$ cat src/sv/ltt_pkg.sv
package ltt_pkg;

    // Widths of the result fields, fixed by the token format.
    localparam int KIND_W   = 5;
    localparam int START_W  = 16;
    localparam int LENGTH_W = 7;

    // Default width of the running byte position.
    localparam int POSITION_BITS_DEFAULT = 16;

    // Identifier length saturates here; only the first bytes are kept for keywords.
    localparam int MAX_IDENT_LENGTH   = 127;
    localparam int IDENT_PREFIX_BYTES = 5;
    localparam int PREFIX_W           = 8 * IDENT_PREFIX_BYTES;

    // Entries in the queue between the scanner and the token sender.
    localparam int QUEUE_DEPTH = 4;

    typedef enum logic [KIND_W-1:0] {
        K_EOF    = 5'd0,
        K_LAMBDA = 5'd1,
        K_PI     = 5'd2,
        K_STAR   = 5'd3,
        K_BOX    = 5'd4,
        K_ARROW  = 5'd5,
        K_DOT    = 5'd6,
        K_COLON  = 5'd7,
        K_LPAREN = 5'd8,
        K_RPAREN = 5'd9,
        K_TRUE   = 5'd10,
        K_FALSE  = 5'd11,
        K_BOOL   = 5'd12,
        K_IF     = 5'd13,
        K_THEN   = 5'd14,
        K_ELSE   = 5'd15,
        K_IDENT  = 5'd16,
        K_ERROR  = 5'd17
    } token_kind_t;

    // Scanner modes, one-hot.
    typedef enum logic [8:0] {
        M_IDLE   = 9'b000000001,
        M_IDENT  = 9'b000000010,
        M_CE     = 9'b000000100,
        M_E2     = 9'b000001000,
        M_E2_98  = 9'b000010000,
        M_E2_96  = 9'b000100000,
        M_E2_86  = 9'b001000000,
        M_DASH   = 9'b010000000,
        M_ERROR  = 9'b100000000
    } scan_mode_t;

    // Byte codes the scanner looks for.
    localparam logic [7:0] B_CE        = 8'hCE;
    localparam logic [7:0] B_BB        = 8'hBB;
    localparam logic [7:0] B_A0        = 8'hA0;
    localparam logic [7:0] B_E2        = 8'hE2;
    localparam logic [7:0] B_98        = 8'h98;
    localparam logic [7:0] B_85        = 8'h85;
    localparam logic [7:0] B_96        = 8'h96;
    localparam logic [7:0] B_A1        = 8'hA1;
    localparam logic [7:0] B_86        = 8'h86;
    localparam logic [7:0] B_92        = 8'h92;
    localparam logic [7:0] CH_BSLASH   = 8'h5C;
    localparam logic [7:0] CH_DOT      = 8'h2E;
    localparam logic [7:0] CH_COLON    = 8'h3A;
    localparam logic [7:0] CH_LPAREN   = 8'h28;
    localparam logic [7:0] CH_RPAREN   = 8'h29;
    localparam logic [7:0] CH_STAR     = 8'h2A;
    localparam logic [7:0] CH_DASH     = 8'h2D;
    localparam logic [7:0] CH_GT       = 8'h3E;
    localparam logic [7:0] CH_UNDER    = 8'h5F;
    localparam logic [7:0] CH_QUOTE    = 8'h27;

    // Keyword prefixes packed first byte lowest; their lengths are checked in keyword_kind.
    localparam logic [PREFIX_W-1:0] W_TRUE  = 40'h0065757274;
    localparam logic [PREFIX_W-1:0] W_FALSE = 40'h65736C6166;
    localparam logic [PREFIX_W-1:0] W_BOOL  = 40'h006C6F6F42;
    localparam logic [PREFIX_W-1:0] W_IF    = 40'h0000006669;
    localparam logic [PREFIX_W-1:0] W_THEN  = 40'h006E656874;
    localparam logic [PREFIX_W-1:0] W_ELSE  = 40'h0065736C65;
    localparam logic [PREFIX_W-1:0] W_PI    = 40'h0000006950;
    localparam logic [PREFIX_W-1:0] W_BOXU  = 40'h0000584F42;
    localparam logic [PREFIX_W-1:0] W_BOXL  = 40'h0000786F42;

    typedef struct packed {
        token_kind_t               kind;
        logic [START_W-1:0]        start;
        logic [LENGTH_W-1:0]       length;
    } token_t;

    // All tokens caused by one input byte; the last one closes the run.
    typedef struct packed {
        token_t first;
        token_t second;
        logic   two;
    } token_run_t;

    function automatic logic is_space(input logic [7:0] b);
        return (b == 8'd32) || (b inside {[8'd9:8'd13]});
    endfunction

    function automatic logic is_alpha(input logic [7:0] b);
        return (b inside {[8'h41:8'h5A]}) || (b inside {[8'h61:8'h7A]});
    endfunction

    function automatic logic is_ident_more(input logic [7:0] b);
        return is_alpha(b) || (b inside {[8'h30:8'h39]}) || (b == CH_UNDER)
            || (b == CH_QUOTE);
    endfunction

    // Keyword lookup over the kept prefix and the saturated length.
    function automatic token_kind_t keyword_kind(input logic [PREFIX_W-1:0] prefix,
                                                 input logic [LENGTH_W-1:0] count);
        token_kind_t k;
        k = K_IDENT;
        if (count == 7'd4 && prefix == W_TRUE) k = K_TRUE;
        else if (count == 7'd5 && prefix == W_FALSE) k = K_FALSE;
        else if (count == 7'd4 && prefix == W_BOOL) k = K_BOOL;
        else if (count == 7'd2 && prefix == W_IF) k = K_IF;
        else if (count == 7'd4 && prefix == W_THEN) k = K_THEN;
        else if (count == 7'd4 && prefix == W_ELSE) k = K_ELSE;
        else if (count == 7'd2 && prefix == W_PI) k = K_PI;
        else if (count == 7'd3 && (prefix == W_BOXU || prefix == W_BOXL)) k = K_BOX;
        return k;
    endfunction

endpackage

$ cat src/sv/ltt_text_if.sv
interface ltt_text_if;
    logic       valid;
    logic       ready;
    logic [7:0] text_byte;
    logic       end_of_text;

    modport source (output valid, output text_byte, output end_of_text, input ready);
    modport sink (input valid, input text_byte, input end_of_text, output ready);
endinterface

$ cat src/sv/ltt_token_if.sv
interface ltt_token_if;
    logic                          valid;
    logic                          ready;
    logic [ltt_pkg::KIND_W-1:0]    token_kind;
    logic [ltt_pkg::START_W-1:0]   token_start;
    logic [ltt_pkg::LENGTH_W-1:0]  token_length;
    logic                          last_of_run;

    modport source (output valid, output token_kind, output token_start,
                    output token_length, output last_of_run, input ready);
    modport sink (input valid, input token_kind, input token_start,
                  input token_length, input last_of_run, output ready);
endinterface

$ cat src/sv/ltt_front.sv
module ltt_front #(
    parameter int POSITION_BITS = ltt_pkg::POSITION_BITS_DEFAULT
) (
    input  logic                clk,
    input  logic                rst_n,
    ltt_text_if.sink            text,
    input  logic                queue_full,
    output logic                push,
    output ltt_pkg::token_run_t push_run
);

    ltt_pkg::scan_mode_t                 mode_reg, mode_next;
    logic [POSITION_BITS-1:0]            pos_reg, pos_next;
    logic [POSITION_BITS-1:0]            begin_reg, begin_next;
    logic [ltt_pkg::LENGTH_W-1:0]        count_reg, count_next;
    logic [ltt_pkg::PREFIX_W-1:0]        prefix_reg, prefix_next;

    logic                  fire;
    logic                  at_end;
    logic [7:0]            b;
    logic                  do_fresh;
    logic                  fr_emit;
    ltt_pkg::token_kind_t  fr_kind;
    ltt_pkg::scan_mode_t   fr_mode;
    logic                  has_a, has_b;
    ltt_pkg::token_t       tok_a, tok_b;

    function automatic logic [ltt_pkg::START_W-1:0] to_start(
        input logic [POSITION_BITS-1:0] p);
        logic [31:0] wide;
        wide = 32'(p);
        return wide[ltt_pkg::START_W-1:0];
    endfunction

    function automatic ltt_pkg::token_t mk_tok(input ltt_pkg::token_kind_t k,
                                               input logic [POSITION_BITS-1:0] p,
                                               input logic [ltt_pkg::LENGTH_W-1:0] len);
        ltt_pkg::token_t t;
        t.kind   = k;
        t.start  = to_start(p);
        t.length = len;
        return t;
    endfunction

    assign text.ready = !queue_full;
    assign fire       = text.valid && !queue_full;
    assign b          = text.text_byte;
    assign at_end     = text.end_of_text || (b == 8'd0);

    // Classification of a byte that starts a new token.
    always_comb
    begin
        fr_emit = 1'b0;
        fr_kind = ltt_pkg::K_ERROR;
        fr_mode = ltt_pkg::M_IDLE;
        if (!ltt_pkg::is_space(b))
        begin
            case (b)
                ltt_pkg::CH_BSLASH: begin fr_emit = 1'b1; fr_kind = ltt_pkg::K_LAMBDA; end
                ltt_pkg::CH_DOT:    begin fr_emit = 1'b1; fr_kind = ltt_pkg::K_DOT; end
                ltt_pkg::CH_COLON:  begin fr_emit = 1'b1; fr_kind = ltt_pkg::K_COLON; end
                ltt_pkg::CH_LPAREN: begin fr_emit = 1'b1; fr_kind = ltt_pkg::K_LPAREN; end
                ltt_pkg::CH_RPAREN: begin fr_emit = 1'b1; fr_kind = ltt_pkg::K_RPAREN; end
                ltt_pkg::CH_STAR:   begin fr_emit = 1'b1; fr_kind = ltt_pkg::K_STAR; end
                ltt_pkg::CH_DASH:   fr_mode = ltt_pkg::M_DASH;
                ltt_pkg::B_CE:      fr_mode = ltt_pkg::M_CE;
                ltt_pkg::B_E2:      fr_mode = ltt_pkg::M_E2;
                default:
                begin
                    if (ltt_pkg::is_alpha(b) || b == ltt_pkg::CH_UNDER)
                    begin
                        fr_mode = ltt_pkg::M_IDENT;
                    end
                    else
                    begin
                        fr_emit = 1'b1;
                        fr_kind = ltt_pkg::K_ERROR;
                        fr_mode = ltt_pkg::M_ERROR;
                    end
                end
            endcase
        end
    end

    // Next state and the tokens caused by the current beat.
    always_comb
    begin
        mode_next   = mode_reg;
        pos_next    = pos_reg;
        begin_next  = begin_reg;
        count_next  = count_reg;
        prefix_next = prefix_reg;
        do_fresh    = 1'b0;
        has_a       = 1'b0;
        has_b       = 1'b0;
        tok_a       = mk_tok(ltt_pkg::K_ERROR, begin_reg, 7'd1);
        tok_b       = mk_tok(ltt_pkg::K_EOF, pos_reg, 7'd0);

        if (at_end)
        begin
            if (mode_reg == ltt_pkg::M_IDENT)
            begin
                has_a = 1'b1;
                tok_a = mk_tok(ltt_pkg::keyword_kind(prefix_reg, count_reg),
                               begin_reg, count_reg);
            end
            else if (mode_reg != ltt_pkg::M_IDLE && mode_reg != ltt_pkg::M_ERROR)
            begin
                has_a = 1'b1;
            end
            has_b       = 1'b1;
            mode_next   = ltt_pkg::M_IDLE;
            pos_next    = '0;
            begin_next  = '0;
            count_next  = '0;
            prefix_next = '0;
        end
        else
        begin
            case (mode_reg)
                ltt_pkg::M_IDLE:
                begin
                    do_fresh = 1'b1;
                end
                ltt_pkg::M_IDENT:
                begin
                    if (ltt_pkg::is_ident_more(b))
                    begin
                        for (int i = 0; i < ltt_pkg::IDENT_PREFIX_BYTES; i++)
                        begin
                            if (count_reg == 7'(i))
                            begin
                                prefix_next[8*i +: 8] = b;
                            end
                        end
                        if (count_reg < 7'(ltt_pkg::MAX_IDENT_LENGTH))
                        begin
                            count_next = count_reg + 7'd1;
                        end
                    end
                    else
                    begin
                        has_a    = 1'b1;
                        tok_a    = mk_tok(ltt_pkg::keyword_kind(prefix_reg, count_reg),
                                          begin_reg, count_reg);
                        do_fresh = 1'b1;
                    end
                end
                ltt_pkg::M_CE:
                begin
                    has_a     = 1'b1;
                    mode_next = ltt_pkg::M_IDLE;
                    if (b == ltt_pkg::B_BB)
                        tok_a = mk_tok(ltt_pkg::K_LAMBDA, begin_reg, 7'd2);
                    else if (b == ltt_pkg::B_A0)
                        tok_a = mk_tok(ltt_pkg::K_PI, begin_reg, 7'd2);
                    else
                        mode_next = ltt_pkg::M_ERROR;
                end
                ltt_pkg::M_E2:
                begin
                    if (b == ltt_pkg::B_98)
                        mode_next = ltt_pkg::M_E2_98;
                    else if (b == ltt_pkg::B_96)
                        mode_next = ltt_pkg::M_E2_96;
                    else if (b == ltt_pkg::B_86)
                        mode_next = ltt_pkg::M_E2_86;
                    else
                    begin
                        has_a     = 1'b1;
                        mode_next = ltt_pkg::M_ERROR;
                    end
                end
                ltt_pkg::M_E2_98:
                begin
                    has_a     = 1'b1;
                    mode_next = ltt_pkg::M_IDLE;
                    if (b == ltt_pkg::B_85)
                        tok_a = mk_tok(ltt_pkg::K_STAR, begin_reg, 7'd3);
                    else
                        mode_next = ltt_pkg::M_ERROR;
                end
                ltt_pkg::M_E2_96:
                begin
                    has_a     = 1'b1;
                    mode_next = ltt_pkg::M_IDLE;
                    if (b == ltt_pkg::B_A1)
                        tok_a = mk_tok(ltt_pkg::K_BOX, begin_reg, 7'd3);
                    else
                        mode_next = ltt_pkg::M_ERROR;
                end
                ltt_pkg::M_E2_86:
                begin
                    has_a     = 1'b1;
                    mode_next = ltt_pkg::M_IDLE;
                    if (b == ltt_pkg::B_92)
                        tok_a = mk_tok(ltt_pkg::K_ARROW, begin_reg, 7'd3);
                    else
                        mode_next = ltt_pkg::M_ERROR;
                end
                ltt_pkg::M_DASH:
                begin
                    has_a     = 1'b1;
                    mode_next = ltt_pkg::M_IDLE;
                    if (b == ltt_pkg::CH_GT)
                        tok_a = mk_tok(ltt_pkg::K_ARROW, begin_reg, 7'd2);
                    else
                        mode_next = ltt_pkg::M_ERROR;
                end
                default:
                begin
                    mode_next = ltt_pkg::M_ERROR;
                end
            endcase

            // A new token starts at this byte.
            if (do_fresh)
            begin
                mode_next  = fr_mode;
                begin_next = pos_reg;
                has_b      = fr_emit;
                tok_b      = mk_tok(fr_kind, pos_reg, 7'd1);
                if (fr_mode == ltt_pkg::M_IDENT)
                begin
                    count_next  = 7'd1;
                    prefix_next = ltt_pkg::PREFIX_W'(b);
                end
            end

            pos_next = pos_reg + 1'b1;
        end
    end

    // Pack the tokens so the first slot always holds one.
    always_comb
    begin
        push_run.first  = has_a ? tok_a : tok_b;
        push_run.second = tok_b;
        push_run.two    = has_a && has_b;
    end

    assign push = fire && (has_a || has_b);

    always_ff @(posedge clk or negedge rst_n)
    begin
        if (!rst_n)
        begin
            mode_reg   <= ltt_pkg::M_IDLE;
            pos_reg    <= '0;
            begin_reg  <= '0;
            count_reg  <= '0;
            prefix_reg <= '0;
        end
        else if (fire)
        begin
            mode_reg   <= mode_next;
            pos_reg    <= pos_next;
            begin_reg  <= begin_next;
            count_reg  <= count_next;
            prefix_reg <= prefix_next;
        end
    end

endmodule

$ cat src/sv/ltt_queue.sv
module ltt_queue #(
    parameter int DEPTH = ltt_pkg::QUEUE_DEPTH
) (
    input  logic                clk,
    input  logic                rst_n,
    input  logic                push,
    input  ltt_pkg::token_run_t push_run,
    output logic                full,
    input  logic                pop,
    output logic                head_valid,
    output ltt_pkg::token_run_t head_run
);

    localparam int PTR_W = (DEPTH > 1) ? $clog2(DEPTH) : 1;
    localparam int CNT_W = $clog2(DEPTH + 1);

    ltt_pkg::token_run_t entries_reg [DEPTH];
    logic [PTR_W-1:0]    wr_ptr_reg, wr_ptr_next;
    logic [PTR_W-1:0]    rd_ptr_reg, rd_ptr_next;
    logic [CNT_W-1:0]    count_reg, count_next;
    logic                do_push, do_pop;

    assign full       = (count_reg == CNT_W'(DEPTH));
    assign head_valid = (count_reg != '0);
    assign head_run   = entries_reg[rd_ptr_reg];
    assign do_push    = push && !full;
    assign do_pop     = pop && head_valid;

    // Pointer and fill bookkeeping.
    always_comb
    begin
        wr_ptr_next = wr_ptr_reg;
        rd_ptr_next = rd_ptr_reg;
        if (do_push)
            wr_ptr_next = (wr_ptr_reg == PTR_W'(DEPTH - 1)) ? '0 : wr_ptr_reg + 1'b1;
        if (do_pop)
            rd_ptr_next = (rd_ptr_reg == PTR_W'(DEPTH - 1)) ? '0 : rd_ptr_reg + 1'b1;
        count_next = count_reg + CNT_W'(do_push) - CNT_W'(do_pop);
    end

    always_ff @(posedge clk or negedge rst_n)
    begin
        if (!rst_n)
        begin
            wr_ptr_reg <= '0;
            rd_ptr_reg <= '0;
            count_reg  <= '0;
        end
        else
        begin
            wr_ptr_reg <= wr_ptr_next;
            rd_ptr_reg <= rd_ptr_next;
            count_reg  <= count_next;
        end
    end

    // Entry storage.
    always_ff @(posedge clk)
    begin
        if (do_push)
            entries_reg[wr_ptr_reg] <= push_run;
    end

endmodule

$ cat src/sv/ltt_back.sv
module ltt_back (
    input  logic                clk,
    input  logic                rst_n,
    input  logic                head_valid,
    input  ltt_pkg::token_run_t head_run,
    output logic                pop,
    ltt_token_if.source         tokens
);

    ltt_pkg::token_run_t run_reg;
    logic                valid_reg, valid_next;
    logic                sub_reg, sub_next;
    logic                is_last;
    logic                fire;
    ltt_pkg::token_t     cur;

    assign cur     = sub_reg ? run_reg.second : run_reg.first;
    assign is_last = sub_reg || !run_reg.two;
    assign fire    = valid_reg && tokens.ready;
    assign pop     = head_valid && (!valid_reg || (fire && is_last));

    assign tokens.valid        = valid_reg;
    assign tokens.token_kind   = ltt_pkg::KIND_W'(cur.kind);
    assign tokens.token_start  = cur.start;
    assign tokens.token_length = cur.length;
    assign tokens.last_of_run  = is_last;

    // Step through the run, then refill from the queue.
    always_comb
    begin
        valid_next = valid_reg;
        sub_next   = sub_reg;
        if (pop)
        begin
            valid_next = 1'b1;
            sub_next   = 1'b0;
        end
        else if (fire)
        begin
            if (is_last)
                valid_next = 1'b0;
            else
                sub_next = 1'b1;
        end
    end

    always_ff @(posedge clk or negedge rst_n)
    begin
        if (!rst_n)
        begin
            valid_reg <= 1'b0;
            sub_reg   <= 1'b0;
        end
        else
        begin
            valid_reg <= valid_next;
            sub_reg   <= sub_next;
        end
    end

    always_ff @(posedge clk)
    begin
        if (pop)
            run_reg <= head_run;
    end

endmodule

$ cat src/sv/lambda_term_tokenizer_unit.sv
// Channel   Direction  Beat carries
// text      in         text_byte, end_of_text (one source byte or end of text)
// tokens    out        token_kind, token_start, token_length, last_of_run
//
// One text byte is accepted per cycle unless the queue is full; the scanner state is registered.
// A byte gives zero, one or two tokens; the sender puts out one token per cycle while
// tokens.ready is high, so a byte that gives two tokens sends them one after the other.
// A short queue between scanner and sender absorbs output stalls; text.ready
// drops only when that queue is full. Reset clears mode, position and the queue.
module lambda_term_tokenizer_unit #(
    parameter int POSITION_BITS = ltt_pkg::POSITION_BITS_DEFAULT
) (
    input  logic         clk,
    input  logic         rst_n,
    ltt_text_if.sink     text,
    ltt_token_if.source  tokens
);

    logic                queue_full;
    logic                push;
    ltt_pkg::token_run_t push_run;
    logic                pop;
    logic                head_valid;
    ltt_pkg::token_run_t head_run;

    ltt_front #(
        .POSITION_BITS (POSITION_BITS)
    ) u_front (
        .clk        (clk),
        .rst_n      (rst_n),
        .text       (text),
        .queue_full (queue_full),
        .push       (push),
        .push_run   (push_run)
    );

    ltt_queue #(
        .DEPTH (ltt_pkg::QUEUE_DEPTH)
    ) u_queue (
        .clk        (clk),
        .rst_n      (rst_n),
        .push       (push),
        .push_run   (push_run),
        .full       (queue_full),
        .pop        (pop),
        .head_valid (head_valid),
        .head_run   (head_run)
    );

    ltt_back u_back (
        .clk        (clk),
        .rst_n      (rst_n),
        .head_valid (head_valid),
        .head_run   (head_run),
        .pop        (pop),
        .tokens     (tokens)
    );

endmodule

$ cat src/flat_wrapper.sv
// flat-port wrapper written by rule: the top's interface ports become plain ports
module lambda_term_tokenizer_unit_flat 
#(
    parameter int POSITION_BITS = ltt_pkg::POSITION_BITS_DEFAULT
)
  (clk, rst_n, text_valid, text_text_byte, text_end_of_text, text_ready, tokens_valid, tokens_token_kind, tokens_token_start, tokens_token_length, tokens_last_of_run, tokens_ready);
  ltt_text_if text_i ();
  ltt_token_if tokens_i ();
  input  logic clk;
  input  logic rst_n;
  input wire logic [$bits(text_i.valid)-1:0] text_valid;
  input wire logic [$bits(text_i.text_byte)-1:0] text_text_byte;
  input wire logic [$bits(text_i.end_of_text)-1:0] text_end_of_text;
  output wire logic [$bits(text_i.ready)-1:0] text_ready;
  output wire logic [$bits(tokens_i.valid)-1:0] tokens_valid;
  output wire logic [$bits(tokens_i.token_kind)-1:0] tokens_token_kind;
  output wire logic [$bits(tokens_i.token_start)-1:0] tokens_token_start;
  output wire logic [$bits(tokens_i.token_length)-1:0] tokens_token_length;
  output wire logic [$bits(tokens_i.last_of_run)-1:0] tokens_last_of_run;
  input wire logic [$bits(tokens_i.ready)-1:0] tokens_ready;
  assign text_i.valid = text_valid;
  assign text_i.text_byte = text_text_byte;
  assign text_i.end_of_text = text_end_of_text;
  assign text_ready = text_i.ready;
  assign tokens_valid = tokens_i.valid;
  assign tokens_token_kind = tokens_i.token_kind;
  assign tokens_token_start = tokens_i.token_start;
  assign tokens_token_length = tokens_i.token_length;
  assign tokens_last_of_run = tokens_i.last_of_run;
  assign tokens_i.ready = tokens_ready;
  lambda_term_tokenizer_unit #(.POSITION_BITS(POSITION_BITS)) u_core (.clk(clk), .rst_n(rst_n), .text(text_i), .tokens(tokens_i));
endmodule
$ cat config.mk
export PLATFORM = sky130hd
export DESIGN_NAME = lambda_term_tokenizer_unit_flat
export DESIGN_NICKNAME = d
export VERILOG_FILES = /design/src/sv/ltt_pkg.sv /design/src/sv/ltt_text_if.sv /design/src/sv/ltt_token_if.sv /design/src/sv/ltt_front.sv /design/src/sv/ltt_queue.sv /design/src/sv/ltt_back.sv /design/src/sv/lambda_term_tokenizer_unit.sv /design/src/flat_wrapper.sv
export SDC_FILE = /design/constraint.sdc
export NUM_CORES = 1
export LEC_CHECK = 0
export ABC_CLOCK_PERIOD_IN_PS = 5000
export BUFFER_PORTS_ARGS = -buffer_cell sky130_fd_sc_hd__buf_2
export CAP_MARGIN = 0
export CORE_UTILIZATION = 40
export DETAILED_ROUTE_END_ITERATION = 10
export GPL_TIMING_DRIVEN = 0
export SLEW_MARGIN = 40
export SYNTH_ARGS = -nofsm -noshare
export SYNTH_HDL_FRONTEND = slang
export SYNTH_SLANG_ARGS = --single-unit
$ cat constraint.sdc
create_clock -name clk -period 5 [get_ports clk]
set_input_delay 1 -clock clk [delete_from_list [all_inputs] [get_ports clk]]
set_output_delay 1 -clock clk [all_outputs]
set_load 0.01 [all_outputs]
== Word level (Yosys, flattened, before mapping) ==
Memories as Yosys holds them, arrays and structs flattened. A register that Yosys moved wholly into a read port is not among the register bits.
Index checks and enable logic that the tools add are counted.
Widths: inputs -> output; s select.
Storage, ports and cells
  memories: 1
  memory bits (read-only): 0
  input bits: 13
  output and inout bits: 31
  memory bits (writable): 228
  register bits after elaboration: 97
  latch bits: 0
  word-level logic and storage cells: 209
Memory list
  u_core.u_queue.entries_reg: words 4, bits a word 57, read ports 1, clocked after memory_dff 1, write ports 1, RTL line ltt_queue.sv:17  | ltt_pkg::token_run_t entries_reg [DEPTH];
Operators by class
  multiplexer cells: 83
  multiply operators: 0
  add/sub/neg operators: 6
  bitwise gates (word level): 0
  div/mod/pow operators: 0
  shift operators: 0
  equality and inequality tests: 51
  $lt $le $gt $ge: 9
  reductions and logical operators: 49
Operator list (number)
  $mux 28: 13
  $mux 40: 5
  $pmux 28 s6: 1
  $eq 40x31->1 const B: 4
  $mux 9: 13
  $eq 40x15->1 const B: 2
  $eq 40x23->1 const B: 2
  $eq 8x8->1 const B: 10
  $eq 8x6->1 const B: 9
  $pmux 9 s7: 1
  $mux 16: 3
  $mux 5: 9
  $mux 7: 6
  $eq 40x39->1 const B: 1
  $mux 8: 5
  $pmux 9 s4: 1
  $pmux 5 s6: 1
  $logic_and 1x1->1: 21
  $mux 1: 20
  $eq 9x2->1 const B: 2
  $add 16x1->16 const B: 1
  $eq 8x7->1 const B: 2
  $ge 8x7->1 const B: 2
  $le 8x7->1 const B: 2
  39 further kinds: 62

== Depth between registers and ports, before layout ==
Gate-level depths: netlist of the first run.
  depth after elaboration: 16
  mapped depth: 16
  gate-level depth less buffers: 14

== By module ==
A second synthesis of the first run with hierarchy kept.
Unflattened totals
  cells, all modules: 1051
  area, all modules: 16580.9 µm²
Modules (own cells, without submodules)
  ltt_queue: area an instance 8707.1 µm², cells each 342, seq. area each 7021.7 µm², times used 1
  ltt_front: area an instance 5688.0 µm², cells each 611, seq. area each 2203.4 µm², times used 1
  ltt_back: area an instance 2185.8 µm², cells each 98, seq. area each 1761.7 µm², times used 1

== Worst setup path after synthesis of the first run ==
OpenSTA, ideal clock, no wires.
  path kind: input -> register
  start point: in tokens_ready
  end point: reg u_core.u_queue.count_reg[2]
  path buffers: 0
  slack: -0.315 ns
  arrival: 5.191 ns
  stages on the path: 9
  required time: 4.876 ns
  library setup time: 0.124 ns
  cell sequence: nand2_1 > a21oi_1 > ha_1 > inv_1 > ha_1 > inv_1 > fa_1 > xnor2_1 > xnor2_1
On the way
  longest elaborated chain between the ends: 6
Ends and longest elaborated chain
  from (decl): RTL line flat_wrapper.sv:20  | input wire logic [$bits(tokens_i.ready)-1:0] tokens_ready;
  $logic_and 1x1->1: RTL line ltt_back.sv:19  | assign fire = valid_reg && tokens.ready;
  $logic_and 1x1->1: RTL line ltt_back.sv:20  | assign pop = head_valid && (!valid_reg || (fire && is_last));
  $logic_or 1x1->1: RTL line ltt_back.sv:20
  $logic_and 1x1->1: RTL line ltt_back.sv:20
  via u_core.pop: RTL line lambda_term_tokenizer_unit.sv:22  | logic pop;
  $logic_and 1x1->1: RTL line ltt_queue.sv:27  | assign do_pop = pop && head_valid;
  $sub 3x1->3: RTL line ltt_queue.sv:38  | count_next = count_reg + CNT_W'(do_push) - CNT_W'(do_pop);
  via u_core.u_queue.count_next[2]: RTL line ltt_queue.sv:20  | logic [CNT_W-1:0] count_reg, count_next;
  to (signal assigned): RTL line ltt_queue.sv:53  | count_reg <= count_next;
  to (decl): RTL line ltt_queue.sv:20
The timed path passes the listed nets, and every way through them passes these cells.
A chain may end at the register's enable or synchronous reset.

== Worst setup path after layout of the first run ==
  start point: in text_text_byte[6]
  end point: reg u_core.u_queue.count_reg[2]
On the way
  longest elaborated chain between the ends: 16
  elaborated cells on any way between the ends: 55
  classes of those cells: 2 x add/sub; 8 x order compare; 15 x eq/ne; 13 x mux; 17 x reduce/logical
Ends and longest elaborated chain
  from (decl): RTL line flat_wrapper.sv:12  | input wire logic [$bits(text_i.text_byte)-1:0] text_text_byte;
  $ge 8x7->1 / $le 8x7->1 (equally long branches): RTL line ltt_pkg.sv:104  | return (b inside {[8'h41:8'h5A]}) || (b inside {[8'h61:8'h7A]});
  $logic_and 1x1->1: RTL line ltt_pkg.sv:104
  $logic_or 1x1->1: RTL line ltt_pkg.sv:104
  $logic_or 1x1->1 (2 in a row): RTL line ltt_pkg.sv:108  | return is_alpha(b) || (b inside {[8'h30:8'h39]}) || (b == CH_UNDER)
  $logic_or 1x1->1: RTL line ltt_pkg.sv:109  | || (b == CH_QUOTE);
  $mux 1: RTL line ltt_front.sv:127  | if (ltt_pkg::is_ident_more(b))
  $pmux 1 s2: RTL line ltt_front.sv:120  | case (mode_reg)
  $mux 1: RTL line ltt_front.sv:99  | if (at_end)
  $mux 1: RTL line ltt_front.sv:217  | if (do_fresh)
  $mux 1: RTL line ltt_front.sv:99
  $logic_or 1x1->1 *: RTL line ltt_front.sv:242  | assign push = fire && (has_a || has_b);
  $logic_and 1x1->1 *: RTL line ltt_front.sv:242
  $logic_and 1x1->1 *: RTL line ltt_queue.sv:26  | assign do_push = push && !full;
  $add 3x1->3 *: RTL line ltt_queue.sv:38
  $sub 3x1->3 *: RTL line ltt_queue.sv:38
  via u_core.u_queue.count_next[2]: RTL line ltt_queue.sv:20
The timed path passes the listed nets; every way through them passes the cells marked *. The select of a mux whose other input is x is not followed.

==> run_results.csv, run 1 <==
group,metric,value,unit
sta,fin_crit_sh,79.6,%
clock_network,clk_path_buf_depth,3,
outcome,status,"finished clean",
sta,worst_slew_pin_slew,0.817,ns
pwr,ir_drop,0.000210,V
global_routing,grt_pass1_vias,9120,
detailed_routing,drt_iter0_markers,637,
clock_network,htreeDepth,2,
floorplanning,die_w,198,um
detailed_routing,vias,8948,
finish,syn_to_final_growth,14.3,%
global_routing,antenna_found_initial,0,
yosys,yosysTopAreaCellShare,50.0,%
yosys,yosys_warnings,0,
floorplanning,rows,71,
sta,max_slew_margin,45.1,%
detailed_routing,drt-total-wl,33.3,mm
finish,multi_input_area,0.00490,mm^2
setup_path,cp-end-kind,"flop",
yosys,postSynthCellCount,1015,
yosys,yosysMostFrequentCell,"edfxtp_1",
floorplanning,die_y,198,um
placement,pre_cts_slack,0.507,ns
pwr,p_leak,6.25,nW
sta,finalSetupViolations,0,
placement,portBuffers,41,
sta,hold_violations,0,
sta,slew_violations,0,
global_routing,grt_pass1_wl,52.9,mm
placement,gp_congestion,0.897,
yosys,synth_cell_types,90,
clock_network,cts_resized,0,
detailed_routing,dr.pass1.iters,5,
finish,final_cell_count_no_fill,1640,
clock_network,cts_tree,"yes",
clock_network,hold_buffers,0,
yosys,synth_top_area_cell,"edfxtp_1",
placement,dp_cells,1575,
yosys,synth-edff-count,255,
setup_path,cp_data_arrival_time,4.42,ns
pwr,p_per_area,510,mW/mm^2
clock_network,path_clk_slew,0.06,ns
setup_path,critPathMaxFanout,10,
finish,antennaDiodeCount,0,
finish,largest_reg_flops,204,
sta,fin_hold_ws,0.334,ns
placement,dpl.hpwl,22.6,mm
floorplanning,io_pins,44,
yosys,synth_commonest_cells,"edfxtp_1, dfrtp_1, nand2_1",
sta,timing.final.ws_setup,1.02,ns
flow_run,drv_cap,0,
clock_network,cts_buffers,37,
yosys,synthesis.area,0.0153,mm^2
yosys,avgSynthCellArea,15.1,um^2
clock_network,clock_sinks,352,
global_routing,met2_usage,30.0,%
setup_path,setup.worst_path.class,"in -> reg",
global_routing,grt_overflow,0,
sta,period_needed,3.98,ns
clock_network,root_buffer,"clkbuf_16",
clock_network,clkLatencyLatePin,0.52,ns
setup_path,cp.required,5.44,ns
finish,final_nets,1129,
yosys,synth_nets,1041,
worst_hold_path,min_path_type,"in -> async",
detailed_routing,antenna_left,0,
sta,rsz0062_at_grt,"no",
finish,seqCellArea,0.0101,mm^2
global_routing,gr-usage-met3,2.83,%
global_routing,grt_util_met1,23.8,%
finish,drive_gt1_share,22.1,%
finish,fillCellCount,3344,
clock_network,postCtsSetupBuffers,0,
detailed_routing,avgRoutedWirePerCell,20.3,um
global_routing,busiest_layer,"met2",
floorplanning,start_util,40.7,%
floorplanning,die-area,0.0391,mm^2
yosys,synth-async-reset-ratio,27.6,%
yosys,synth.area.top_cells,"edfxtp_1, dfrtp_1, mux4_2",
global_routing,track_usage,17.8,%
global_routing,grt_max_degree,67,
setup_path,worst_setup_path_start_kind,"input pin",
floorplanning,core,0.0377,mm^2
yosys,synth-seq-area-share,65.8,%
yosys,ys_seq_elements,352,
detailed_routing,drc,0,
sta,timing.fmax,0.251,GHz
yosys,synthFlopType,"edfxtp_1",
sta,fin_skew,0.0168,ns
detailed_routing,viasPerCell,5.46,
==> placed cells by master, fill, tap and decap left out, types with 4 or more instances in the layout <==
master     instances
edfxtp_1         255
dfrtp_1           96
nand2_1           62
nor2_1            56
mux4_2            51
buf_2             49
a22o_1            46
mux2_2            42
clkbuf_16         37
clkbuf_1          32
o21ai_0           32
inv_1             25
nand3_1           23
nor3_1            20
nor2b_1           18
nor4_1            16
a21oi_1           16
nand4_1           14
ha_1              12
nand2b_1          11
xor2_1            10
and3_1            10
clkbuf_8           9
and2_1             9
or3_1              9
o31ai_1            8
o2bb2ai_1          8
or4_1              7
clkinv_1           7
xnor2_1            6
a31oi_1            5
clkinv_2           5
nand3b_1           5
buf_8              4
a22oi_1            4
and2_4             4
buf_12             4
==> report_power, final <==
group          switching [W]  internal (W)
Combinational        0.00132       0.00101
Sequential          0.000174       0.00391
Clock                0.00108       0.00145
==> cell families (layout without fill, tap and decap cells) <==
logic type,count (synthesis),count (layout),share of synthesized area (%)
AO/OA/AOI/OAI,160,160,7.84
XOR/XNOR,16,16,0.914
adder cells (fa/ha/maj),13,13,1.11
buffers and inverters,74,188,2.56
flip-flops,352,352,65.8
multiplexers,95,95,10.7
AND/OR/NAND/NOR,305,305,11.0
==> metal layers <==
layer  up-vias  wire (um)
li1       4160          -
met1      4518      14800
met2       216      16400
met3        54       1450
met4         0        659
met5         -          0
==> worst max-delay path, cell delays in order <==
cell	delay, ns
buf_2	0.11
clkbuf_8	0.16
or4b_2	0.76
or3_1	0.43
and4b_1	0.24
o21ai_1	0.30
a21oi_4	0.14
inv_1	0.09
ha_1	0.22
inv_1	0.05
ha_1	0.13
inv_1	0.05
fa_1	0.40
xnor2_1	0.19
xnor2_1	0.13
==> final timing paths <==
check	from	endpoint	slack, ns	cells past startpoint
setup / recovery	text_text_byte[6]	u_core.u_queue.count_reg[2]$_DFF_PN0_	1.02	15
hold / removal	rst_n	u_core.u_front.prefix_reg[31]$_DFFE_PN0P_	0.33	1
setup reg to reg	u_core.u_front.mode_reg[5]$_DFFE_PN0P_	u_core.u_queue.count_reg[2]$_DFF_PN0_	1.08	16
hold reg to reg	u_core.u_front.prefix_reg[15]$_DFFE_PN0P_	u_core.u_front.prefix_reg[15]$_DFFE_PN0P_	0.49	1
max in group asynchronous	rst_n	u_core.u_front.mode_reg[0]$_DFFE_PN1P_	3.99	2
min in group clk	u_core.u_front.prefix_reg[15]$_DFFE_PN0P_	u_core.u_front.prefix_reg[15]$_DFFE_PN0P_	0.49	1
==> stage by stage <==
| step | instance area, um^2 | total power, W | utilization (%) | TNS [ns] |
|---|---|---|---|---|
| 2_1_floorplan | 15300 | 0.00565 | - | 0 |
| 3_3_place_gp | 16200 | 0.00641 | 42.9 | -149.02 |
| 3_5_place_dp | 16400 | 0.00655 | 43.5 | 0 |
| 4_1_cts | 17500 | 0.00909 | 46.4 | 0 |
| 5_1_grt | 17500 | 0.00940 | 46.5 | 0 |
| 6_report | 17500 | 0.00894 | 46.5 | 0 |
==> area by class of cell <==
cell class	instances	area share, %
buffer	48	1.73
clock buffer	49	5.66
clock inverter	16	0.636
inverter	26	0.565
multi-input combinational	589	28.0
sequential	352	57.6
tap	511	3.65
timing repair buffer	49	2.17
Note: power is estimated with default switching activity, not from simulation.
==> run 2, diff against run 1 <==
Settings changed: ABC_CLOCK_PERIOD_IN_PS 5000 to 3600.
Clock period 5 ns to 3.6 ns, I/O delays scaled along.
==> run 2 against run 1 <==
  * First-iteration DRC count up 2.7%
  * Die area unchanged
  * Final cell count up 0.37%
  * Non-clock buffer count up 2
  * Highest routed layer unchanged
  * Sequential cell count unchanged
  * Clock-buffer cell count down 3
  * Hold slack worse by 0.25 ns
  * Sequential share of layout area down 0.39 points
  * Core utilization up 0.32 points
  * Clock skew up 0.00094 ns
==> run_results.csv, run 2 (same netlist as run 1, synthesis figures left out) <==
group,metric,value,unit
pwr,p_per_area,710,mW/mm^2
floorplanning,die_w,198,um
finish,final_area,0.0176,mm^2
setup_path,slowest_delay,0.73,ns
sta,finalSetupViolations,0,
placement,portBuffers,41,
sta,hold_violations,0,
pwr,p_leak,6.31,nW
global_routing,grt_pass1_wl,52.3,mm
floorplanning,rows,71,
sta,fin_skew,0.0178,ns
detailed_routing,viasPerCell,5.48,
placement,dp_cells,1574,
sta,period_needed,3.49,ns
sta,rsz0062_at_grt,"no",
global_routing,grt_overflow,0,
detailed_routing,drt-total-wl,33.0,mm
setup_path,cp_data_arrival_time,3.88,ns
clock_network,clkLatencyLatePin,0.53,ns
clock_network,cts_tree,"yes",
finish,mostFrequentLayoutCells,"edfxtp_1, dfrtp_1, nand2_1",
setup_path,path_cells,"buf_2 > clkbuf_8 > or4b_2 > or3_1 > and4b_1 > o21ai_2 > a21oi_4 > inv_1 > ha_1 > inv_1 > ha_1 > inv_1 > fa_2 > xnor2_2 > xnor2_1",
setup_path,cp-end-kind,"flop",
global_routing,track_usage,17.4,%
finish,final_nets,1132,
global_routing,met2_usage,29.8,%
clock_network,cts_buffers,38,
setup_path,worst_setup_path_start_kind,"input pin",
detailed_routing,vias,9025,
global_routing,busiest_layer,"met2",
clock_network,root_buffer,"clkbuf_16",
finish,antennaDiodeCount,0,
sta,slew_violations,0,
flow_run,drv_cap,0,
pwr,ir_drop,0.000388,V
clock_network,clock_sinks,352,
detailed_routing,dr.pass1.iters,5,
floorplanning,die-area,0.0391,mm^2
finish,largest_reg_flops,204,
clock_network,hold_buffers,0,
floorplanning,die_y,198,um
global_routing,grt_pass1_vias,9005,
sta,timing.fmax,0.287,GHz
sta,fin_crit_sh,96.8,%
global_routing,antenna_found_initial,0,
global_routing,grt_util_met1,23.3,%
global_routing,gr-usage-met3,2.25,%
global_routing,grt_max_degree,53,
finish,drive_gt1_share,23.4,%
outcome,status,"finished clean",
worst_hold_path,min_path_type,"in -> async",
sta,worst_slew_pin_slew,0.813,ns
sta,timing.final.ws_setup,0.114,ns
placement,pre_cts_slack,-0.526,ns
detailed_routing,drc,0,
setup_path,critPathMaxFanout,10,
clock_network,clk_path_buf_depth,3,
finish,final_cell_count_no_fill,1646,
placement,postPlaceCellArea,0.0164,mm^2
floorplanning,io_pins,44,
setup_path,cp_common_cell,"inv_1",
clock_network,htreeDepth,2,
detailed_routing,antenna_left,0,
setup_path,cp.required,4.00,ns
sta,setup-tns-final,0,ns
setup_path,setup.worst_path.class,"in -> reg",
floorplanning,core,0.0377,mm^2
finish,mostFrequentLayoutCell,"edfxtp_1",
floorplanning,start_util,40.7,%
placement,gp_congestion,0.907,
detailed_routing,drt_iter0_markers,654,
sta,max_slew_margin,45.8,%
finish,syn_to_final_growth,15.0,%
clock_network,path_clk_slew,0.06,ns
setup_path,cp_slowest_cell,"or4b_2",
detailed_routing,avgRoutedWirePerCell,20.0,um
placement,dpl.hpwl,22.3,mm
run 2: cell type report:
cell class / count / area, um^2
fill: 3324 / 20000
sequential: 352 / 10100
multi-input combinational: 589 / 4940
clock buffer: 46 / 1000
tap: 511 / 639
timing repair buffer: 52 / 390
buffer: 47 / 305
clock inverter: 23 / 161
inverter: 26 / 98.8
run 2: worst max-delay path, delay by kind of cell:
kind	cells	cell delay, ns
buffers and inverters	5	0.47
AOI/OAI and AO/OA	2	0.34
and+or+nand+nor	3	1.39
adders and majority gates	3	0.71
xor gates and xnor gates	2	0.26
run 2: final timing paths:
kind	from	endpoint	slack, ns	cells after the start
worst max-delay path	text_text_byte[6]	u_core.u_queue.count_reg[2]$_DFF_PN0_	0.11	15
worst min-delay path	rst_n	u_core.u_front.prefix_reg[31]$_DFFE_PN0P_	0.08	1
worst max register to register	u_core.u_front.mode_reg[8]$_DFFE_PN0P_	u_core.u_queue.count_reg[2]$_DFF_PN0_	0.21	15
worst min register to register	u_core.u_front.prefix_reg[15]$_DFFE_PN0P_	u_core.u_front.prefix_reg[15]$_DFFE_PN0P_	0.49	1
max in group asynchronous	rst_n	u_core.u_front.pos_reg[1]$_DFFE_PN0P_	2.89	2
min in group clk	u_core.u_front.prefix_reg[15]$_DFFE_PN0P_	u_core.u_front.prefix_reg[15]$_DFFE_PN0P_	0.49	1
run 2: what timing repair did:
item | in CTS | in global routing
buffers inserted | 1 | 3
pin swaps | 2 | 4
setup endpoints to repair | 53 | 2
endpoints found under the hold margin | 0 | 0
gates resized for setup | 4 | 4
run 2: routing by layer:
metal	part of all wire [%]	vias to the layer above
li1	-	4165
met1	44	4590
met2	50	213
met3	3.9	57
met4	2.1	0
met5	0	-
run 2: where the power goes:
group,leakage (nW),switching [W],internal (W),total (W)
logic,2.04,0.00182,0.00141,0.00324
registers,3.70,0.000246,0.00543,0.00567
clock network,0.566,0.00153,0.00207,0.00361
run 2: metrics by stage:
| stage | hold WS, ns | total power [W] | util [%] |
|---|---|---|---|
| floorplan | 0.424 | 0.00786 | - |
| global placement | 0.472 | 0.00891 | 43.0 |
| detailed placement | 0.474 | 0.00908 | 43.5 |
| CTS | 0.0819 | 0.0127 | 46.6 |
| global route | 0.102 | 0.0132 | 46.8 |
| finish | 0.0849 | 0.0125 | 46.8 |
==> run 3, diff against run 2 <==
Settings changed: RECOVER_POWER from default to 50.
==> run 3 against run 2 <==
  * Sequential power hardly changed
  * Wire length is 0.32% higher
  * Global-route usage stayed put
  * Sequential cell count stayed put
  * Register-to-register slack hardly changed
  * Total power is 0.77% lower
  * Maximum frequency is 0.15% higher
  * Die area stayed put
  * Critical endpoint unchanged
  * Highest routed layer unchanged
  * The run now ends with max-capacitance violations, max-slew violations left
  * Largest power group unchanged
  * Final area is 0.55% lower
==> run_results.csv, run 3 (same netlist as run 1, synthesis figures left out) <==
group,metric,value,unit
floorplanning,start_util,40.7,%
setup_path,setup.worst_path.class,"in -> reg",
pwr,ir_drop,0.000387,V
sta,max_slew_margin,-77.2,%
sta,setup-tns-final,0,ns
global_routing,grt_max_degree,53,
setup_path,r2r_slack,0.20,ns
setup_path,crit_start,"text_text_byte[6]",
detailed_routing,drt-total-wl,33.1,mm
clock_network,clkLatencyLatePin,0.53,ns
detailed_routing,viasPerCell,5.47,
clock_network,clk_path_buf_depth,3,
clock_network,clock_sinks,352,
setup_path,worst_setup_path_start_kind,"input pin",
global_routing,grt_overflow,0,
pwr,swShare,29.0,%
pwr,combPwrFrac,25.2,%
setup_path,critPathMaxFanout,10,
setup_path,cp-end-kind,"flop",
floorplanning,core,0.0377,mm^2
detailed_routing,drc,0,
outcome,violations,"max-capacitance violations, max-slew violations",
floorplanning,die_w,198,um
setup_path,cp_data_arrival_time,3.88,ns
sta,fin_hold_ws,0.492,ns
sta,hold_violations,0,
sta,finalSetupViolations,0,
clock_network,cts_tree,"yes",
detailed_routing,vias,8999,
placement,portBuffers,41,
detailed_routing,drt_iter0_markers,719,
setup_path,cp_common_cell,"inv_1",
detailed_routing,antenna_left,0,
floorplanning,die_y,198,um
placement,dpl.hpwl,22.3,mm
clock_network,cts_buffers,38,
setup_path,cp_slowest_cell,"or4b_2",
pwr,p_sw,0.00360,W
sta,worst_slew_pin_slew,2.66,ns
pwr,seq_power_share,45.7,%
detailed_routing,dr.pass1.iters,5,
finish,antennaDiodeCount,0,
finish,mostFrequentLayoutCells,"edfxtp_1, dfrtp_1, nand2_1",
pwr,p_per_area,709,mW/mm^2
setup_path,path_cells,"clkbuf_1 > clkbuf_8 > or4b_2 > or3_1 > and4b_1 > o21ai_2 > a21oi_4 > inv_1 > ha_1 > inv_1 > ha_1 > inv_1 > fa_2 > xnor2_2 > xnor2_1",
sta,period_needed,3.48,ns
worst_hold_path,whs_path_depth,1,
global_routing,track_usage,17.4,%
clock_network,root_buffer,"clkbuf_16",
worst_hold_path,min_path_type,"reg -> reg",
finish,final_util,46.5,%
setup_path,worst_r2r_startpoint,"u_core.u_front.mode_reg[8]$_DFFE_PN0P_",
setup_path,slowest_delay,0.73,ns
pwr,p_leak,6.22,nW
finish,largest_reg_flops,204,
sta,timing.fmax,0.287,GHz
global_routing,grt_pass1_vias,9005,
global_routing,antenna_found_initial,0,
setup_path,cp.required,4.00,ns
flow_run,drv_cap,1,
finish,syn_to_final_growth,14.4,%
pwr,p_int,0.00882,W
setup_path,cp-endpoint,"u_core.u_queue.count_reg[2]$_DFF_PN0_",
finish,final_nets,1132,
setup_path,reg2reg_to,"u_core.u_queue.count_reg[2]$_DFF_PN0_",
floorplanning,die-area,0.0391,mm^2
detailed_routing,avgRoutedWirePerCell,20.1,um
sta,fin_crit_sh,96.7,%
pwr,power.share.clock,29.1,%
finish,fillCellCount,3340,
placement,gp_congestion,0.907,
sta,rsz0062_at_grt,"no",
global_routing,grt_pass1_wl,52.3,mm
sta,fin_skew,0.0194,ns
finish,mostFrequentLayoutCell,"edfxtp_1",
clock_network,htreeDepth,2,
floorplanning,io_pins,44,
setup_path,r2r_cells,15,
floorplanning,rows,71,
finish,drive_gt1_share,20.4,%
clock_network,path_clk_slew,0.06,ns
outcome,status,"finished with violations",
sta,slew_violations,46,
run 3: cell type report:
class	count	area [um^2]	share of cell area, %
Sequential cell	352	10100	57.5
Buffer	47	288	1.64
Clock buffer	46	1000	5.72
Multi-Input combinational cell	589	4930	28.1
Clock inverter	23	161	0.921
Timing Repair Buffer	52	328	1.87
Tap cell	511	639	3.65
Inverter	26	98.8	0.564
run 3: repair_timing:
action,in CTS,in global routing
endpoints found under the hold margin,0,0
resized for setup,4,4
pin swaps,2,4
setup buffers,1,3
hold buffers,0,0
setup endpoints to repair,53,2
run 3: power groups by stage:
stage | registers (W) | logic (W) | clock network (W)
floorplan | 0.00569 | 0.00217 | 0
global placement | 0.00576 | 0.00315 | 0
detailed placement | 0.00576 | 0.00331 | 0
CTS | 0.00568 | 0.00333 | 0.00369
global route | 0.00575 | 0.00343 | 0.00386
finish | 0.00568 | 0.00313 | 0.00361
run 3: how the worst min path moves through the flow:
stage	startpoint	to	slack (ns)
final	u_core.u_front.prefix_reg[15]$_DFFE_PN0P_	u_core.u_front.prefix_reg[15]$_DFFE_PN0P_	0.49
after global routing	u_core.u_front.prefix_reg[39]$_DFFE_PN0P_	u_core.u_front.prefix_reg[39]$_DFFE_PN0P_	0.50
after CTS	rst_n	u_core.u_front.prefix_reg[29]$_DFFE_PN0P_	0.08
after detailed placement	u_core.u_front.prefix_reg[15]$_DFFE_PN0P_	u_core.u_front.prefix_reg[15]$_DFFE_PN0P_	0.47
after global placement	u_core.u_front.prefix_reg[15]$_DFFE_PN0P_	u_core.u_front.prefix_reg[15]$_DFFE_PN0P_	0.47
after floorplan	rst_n	u_core.u_back.sub_reg$_DFFE_PN0P_	0.42
run 3: critical path: cells and delay by family:
family | cells | cell delay [ns]
and+or+nand+nor | 3 | 1.38
buffers and inverters | 5 | 0.47
adders and majority gates | 3 | 0.70
AOI/OAI and AO/OA | 2 | 0.34
xor gates and xnor gates | 2 | 0.26
run 3: stage by stage:
stage          cells  total power (W)  area [um^2]  setup WS, ns
3_3_place_gp    1567          0.00891        16200         -1.08
4_1_cts         1644           0.0127        17600        0.0137
5_1_grt         1646           0.0131        17500       0.00478
3_5_place_dp    1574          0.00908        16400        -0.526
2_1_floorplan   1015          0.00786        15300        -0.164
6_report        1646           0.0124        17500         0.120
run 3: layer usage:
metal	up-vias	track usage (%)	part of all wire, %
met1	4561	23.3	44
li1	4166	-	-
met5	-	0	0
met2	217	29.8	50
met4	0	4.94	2.0
met3	55	2.25	4.1
